`config.mk`:
```
export PLATFORM = sky130hd
export DESIGN_NAME = arv_front
export DESIGN_NICKNAME = d
export VERILOG_FILES = /design/src/rtl/arv_pkg.sv /design/src/rtl/arv_front.sv
export SDC_FILE = /design/constraint.sdc
export NUM_CORES = 1
export LEC_CHECK = 0
export ABC_AREA = 1
export BUFFER_PORTS_ARGS = -buffer_cell sky130_fd_sc_hd__buf_2
export CAP_MARGIN = 0
export CORE_MARGIN = 3
export CORE_UTILIZATION = 35
export CTS_CLUSTER_DIAMETER = 200
export DETAILED_ROUTE_END_ITERATION = 6
export PLACE_DENSITY_LB_ADDON = 0.08
export SLEW_MARGIN = 15
export SYNTH_ARGS = -nofsm -noshare
export SYNTH_HDL_FRONTEND = slang
export SYNTH_SLANG_ARGS = --single-unit
```
`constraint.sdc`:
```
create_clock -name i_clk -period 2.5 [get_ports i_clk]
set_input_delay 0.375 -clock i_clk [delete_from_list [all_inputs] [get_ports i_clk]]
set_output_delay 0.375 -clock i_clk [all_outputs]
set_load 0.05 [all_outputs]
```
`src/rtl/arv_pkg.sv`:
```
package arv_pkg;

    localparam logic [31:0] REC_MAGIC = 32'h4841_4c31;
    localparam logic [31:0] CRC_POLY  = 32'hedb8_8320;
    localparam logic [31:0] ALL_ONES  = 32'hffff_ffff;
    localparam logic [10:0] REC_LEN   = 11'd1232;
    localparam logic [10:0] HEAD_LEN  = 11'd52;
    localparam logic [10:0] ENTRY_END = 11'd1228;
    localparam logic [10:0] POS_MAX   = 11'd2047;
    localparam logic [7:0]  SLOT_LAST = 8'd195;
    localparam logic [7:0]  DEV_FIRST = 8'd4;
    localparam logic [7:0]  CAP_FIRST = 8'd132;
    localparam logic [7:0]  DEV_CAP   = 8'd128;
    localparam logic [7:0]  CAPA_CAP  = 8'd64;
    localparam logic [7:0]  MIN_PRINT = 8'h20;
    localparam logic [7:0]  BIND_LIMIT = 8'd6;
    localparam logic [2:0]  SLOT_COUNT_M1 = 3'd5;
    localparam int          TEXT_SLOT = 192;
    localparam int          ADDR_W    = 8;

    localparam logic [3:0] ST_OK       = 4'd0;
    localparam logic [3:0] ST_LENGTH   = 4'd1;
    localparam logic [3:0] ST_MAGIC    = 4'd2;
    localparam logic [3:0] ST_VERSION  = 4'd3;
    localparam logic [3:0] ST_SIZE     = 4'd4;
    localparam logic [3:0] ST_CRC      = 4'd5;
    localparam logic [3:0] ST_RESERVED = 4'd6;
    localparam logic [3:0] ST_ZERO_GEN = 4'd7;
    localparam logic [3:0] ST_COUNT    = 4'd8;
    localparam logic [3:0] ST_INDEX    = 4'd9;
    localparam logic [3:0] ST_REUSED   = 4'd10;
    localparam logic [3:0] ST_DEVICE   = 4'd11;
    localparam logic [3:0] ST_CAPA     = 4'd12;
    localparam logic [3:0] ST_DUP      = 4'd13;

    typedef struct packed {
        logic [7:0] data_byte;
        logic       last_byte;
    } t_in;

    typedef struct packed {
        logic [3:0]  status;
        logic [31:0] generation;
        logic [7:0]  stored_count;
    } t_out;

    // classified byte handed from front to back
    typedef struct packed {
        logic [7:0]  data_byte;
        logic        last_byte;
        logic [10:0] pos;
        logic [2:0]  idx;
        logic [7:0]  off;
        logic        in_slot;
    } t_item;

    typedef struct packed {
        logic [1:0] count;
    } t_bstat;

    function automatic logic [31:0] crc_byte(input logic [31:0] c_in, input logic [7:0] b);
        logic [31:0] c;
        c = c_in ^ {24'd0, b};
        for (int k = 0; k < 8; k++) begin
            c = (c >> 1) ^ (CRC_POLY & {32{c[0]}});
        end
        return c;
    endfunction

endpackage

```
`src/rtl/arv_front.sv`:
```
module arv_front import arv_pkg::*; (
    input  logic              i_clk,
    input  logic              i_rst_n,
    input  logic              i_valid,
    input  t_in               i_data,
    input  logic              i_hold,
    output logic              o_item_v,
    output t_item             o_item,
    output logic [ADDR_W-1:0] o_raddr
);
    logic [10:0] r_pos;
    logic [2:0]  r_idx;
    logic [7:0]  r_off;
    logic        r_item_v;
    t_item       r_item;
    logic        w_take;
    logic        w_in_slot;

    assign w_take    = i_valid && !i_hold;
    assign w_in_slot = (r_pos >= HEAD_LEN) && (r_pos < ENTRY_END);

    always_ff @(posedge i_clk) begin
        if (!i_rst_n) begin
            r_pos    <= '0;
            r_idx    <= '0;
            r_off    <= '0;
            r_item_v <= 1'b0;
        end else begin
            r_item_v <= w_take;
            if (w_take) begin
                if (i_data.last_byte) begin
                    r_pos <= '0;
                    r_idx <= '0;
                    r_off <= '0;
                end else begin
                    if (r_pos != POS_MAX) begin
                        r_pos <= r_pos + 11'd1;
                    end
                    if (w_in_slot) begin
                        if (r_off == SLOT_LAST) begin
                            r_off <= '0;
                            if (r_idx != SLOT_COUNT_M1) begin
                                r_idx <= r_idx + 3'd1;
                            end
                        end else begin
                            r_off <= r_off + 8'd1;
                        end
                    end
                end
            end
        end
    end

    always_ff @(posedge i_clk) begin
        if (w_take) begin
            r_item.data_byte <= i_data.data_byte;
            r_item.last_byte <= i_data.last_byte;
            r_item.pos       <= r_pos;
            r_item.idx       <= r_idx;
            r_item.off       <= r_off;
            r_item.in_slot   <= w_in_slot;
        end
    end

    // text offset is the slot offset less the index and padding bytes
    assign o_raddr  = (r_off >= DEV_FIRST) ? (r_off - DEV_FIRST) : '0;
    assign o_item_v = r_item_v;
    assign o_item   = r_item;
endmodule

```
==> run metrics <==
status=complete, no violations; final hold vios=0; post-synth cell types=33; Hold Startpoint=i_data[1]; worst reg2reg setup slack=0.86 ns; MaxCap Viol Count=0; Reg-to-Reg End=r_idx[2]$_SDFFE_PN0P_; post-synthesis mux area share=0%; final wirelength=5.201 mm; Worst Path Arrival=1.99 ns; hold path depth=1; placed insts=420; number of flops mapped to enable cells by yosys=32; final cell count without fillers=431; share of layout cells above drive strength 1=27.76%; Die X=91.65 um; post-synthesis sequential area ratio=55.36%; Area Overhead vs Synth=20.42%; gr usage total=12.58%; worst flop-to-flop path startpoint=r_off[0]$_SDFFE_PN0P_; Simple-Gate Fraction of Synth Area=25.58%; grt total ovfl=0; via count=1950; post-synth top area share=37.43%; Tcrit/Tclk final=94.43%; Avg Synthesized Cell Area=9.370 um^2; ANT nets after route=0; Root Driver=clkbuf_8; HP Class=input pin to flip-flop; final worst slack=0.1392 ns; unrepaired setup endpoints after global routing=no; Slew Limit Fails=0; nets=356; hold-fix buffers at CTS=0; Ant. Diodes=0; Cell Area, Synth=2567 um^2; port bufs=53; critical path required time=2.12 ns; Starting Density=36.97%; Filler Cells Inserted=701; largest family of logic cells by synthesized area=simple AND/OR/NAND/NOR gates; skew final=0.009515 ns; routed vias/inst=4.524; H-tree depth=2; Ports=54; clock buffer depth=2; Die ar.=8400 um^2; prevailing post-synth register cell=edfxtp_1; drt wl/cell=12.07 um; Max Clk Rate=0.4236 GHz; largest net degree at the start of global routing=28; CTS tree=yes; row count=30; Slew headroom=75.47%; final setup fails=0; critical path type=flip-flop to output port; DRC=0; Max Fanout on Critical Path=6; worst slew pin tran=0.3675 ns; leakage=0.001286 uW; Hold EP=o_item[24]$_DFFE_PP_; drt pass-1 iters=6; Adder-Cell Fraction of Synth Area=4.386%; CP endpoint kind=output port; TritonCTS buffer count=5; reg2reg path depth=10; XOR/XNOR Fraction of Synth Area=1.365%; clock sink count=55; cell taking the most area after synthesis=edfxtp_1; global-route wire length before repair=8.549 mm; Place WS=0.3873 ns; core area=6944 um^2; Die H=91.65 um; kind of start point of the critical path=flip-flop; Setup TNS=0 ns; VDD IR-drop max=0.2403 mV; number of global-route vias before repair=1775; Syn Nets=296; Syn Inst Count=274; Compound-Gate Fraction of Synth Area=7.554%; DPL Wire Length=3.704 mm; clk_lat worst skew=0.31 ns; #FFs+latches synth=55; FFs w/ async S/R, synth=0%; synth warn=0; RePlAce Congestion=0.7943; crit path time final=2.361 ns; clock-pin slew on the worst setup and hold paths=0.10 ns; antenna violations before repair=0; initial drt markers=114; power per cell area=572.8 nW/um^2; dominant cells by area after synthesis=edfxtp_1 37%, dfxtp_1 18%, nand2_1 7.9%, nor2_1 5.7%, ha_1 4.4%
## cells in the mapped netlist (all sizes together), types with 2 or more instances
cell type  number
dfxtp          23
nand2          63
clkinv          2
nor2           43
ha              9
o21bai          2
xor2            3
a21oi          19
buf             4
edfxtp         32
o21ai           9
nand3          19
nor3            5
nand4           4
inv            31
## routing by layer
layer / wire (um) / GRT usage (%) / part of all wire [%]
met1: 2720 / 17.54 / 52
met4: 56 / 3.769 / 1.1
met2: 2167 / 19.54 / 42
met5: 0 / 0 / 0
met3: 257 / 2.707 / 4.9
## final cells by class
| cell class | count | area, um^2 | share of cell area, % |
|---|---|---|---|
| multi-input combinational | 181 | 1008 | 32.62 |
| clock inverter | 3 | 46.29 | 1.497 |
| tap | 96 | 120.1 | 3.885 |
| inverter | 33 | 123.9 | 4.006 |
| timing repair buffer | 58 | 302.8 | 9.794 |
| clock buffer | 5 | 68.82 | 2.226 |
| sequential | 55 | 1421 | 45.97 |
## cell families (layout without fill, tap and decap cells)
family | count (synthesis) | count (layout)
buffers and inverters | 38 | 99
flip-flops | 55 | 55
adder cells (fa/ha/maj) | 9 | 9
AO/OA/AOI/OAI | 32 | 32
XOR/XNOR | 4 | 4
AND/OR/NAND/NOR | 136 | 136
## sequential cells by signal, summed over array words and instances (netlist names)
signal    flops
r_pos        11
o_item_v      1
o_item       32
r_idx         3
r_off         8
## through the flow
step	utilization, %	total power, uW	cell area, um^2	hold WS, ns
floorplan	-	1139	2567	0.4029
global placement	42.40	1184	2944	0.4520
detailed placement	42.40	1185	2944	0.4578
CTS	44.05	1792	3059	0.2198
global route	44.52	1832	3092	0.2149
finish	44.52	1771	3092	0.2309
## worst max-delay path: stages, from the launching register on
cell and delay [ns]:
dfxtp_1 0.38, inv_1 0.15, ha_2 0.23, nand3_1 0.17
a211oi_4 0.33, buf_4 0.17, nor2_1 0.03, buf_2 0.22
## where the power goes
group	switching (uW)	internal, uW
registers	8.89	982
logic	136	34.9
clock network	306	302
## layout by cell type, fill, tap and decap left out, drive strengths merged, types with 5 or more instances in the layout
master  count
a21oi      19
clkbuf      5
edfxtp     32
buf        58
nand2      63
nor3        5
dfxtp      23
nor2       43
nand3      19
ha          9
inv        32
o21ai       9
## worst max path at each step
| stage | slack, ns | end | start | depth (start not counted) |
|---|---|---|---|---|
| global route | 0.007 | o_raddr[2] | r_off[2]$_SDFFE_PN0P_ | 7 |
| finish | 0.14 | o_raddr[2] | r_off[3]$_SDFFE_PN0P_ | 7 |
| floorplan | 0.28 | o_raddr[4] | r_off[2]$_SDFFE_PN0P_ | 4 |
| CTS | 0.05 | o_raddr[7] | r_off[2]$_SDFFE_PN0P_ | 7 |
| global placement | 0.45 | o_raddr[7] | r_off[2]$_SDFFE_PN0P_ | 7 |
| detailed placement | 0.39 | o_raddr[7] | r_off[2]$_SDFFE_PN0P_ | 7 |
## timing repair
item | in CTS | in global routing
buffers inserted | 0 | 3
endpoints found under the setup margin | 0 | 8
gates resized for setup | 0 | 2
(Power assumes the default switching activity.)
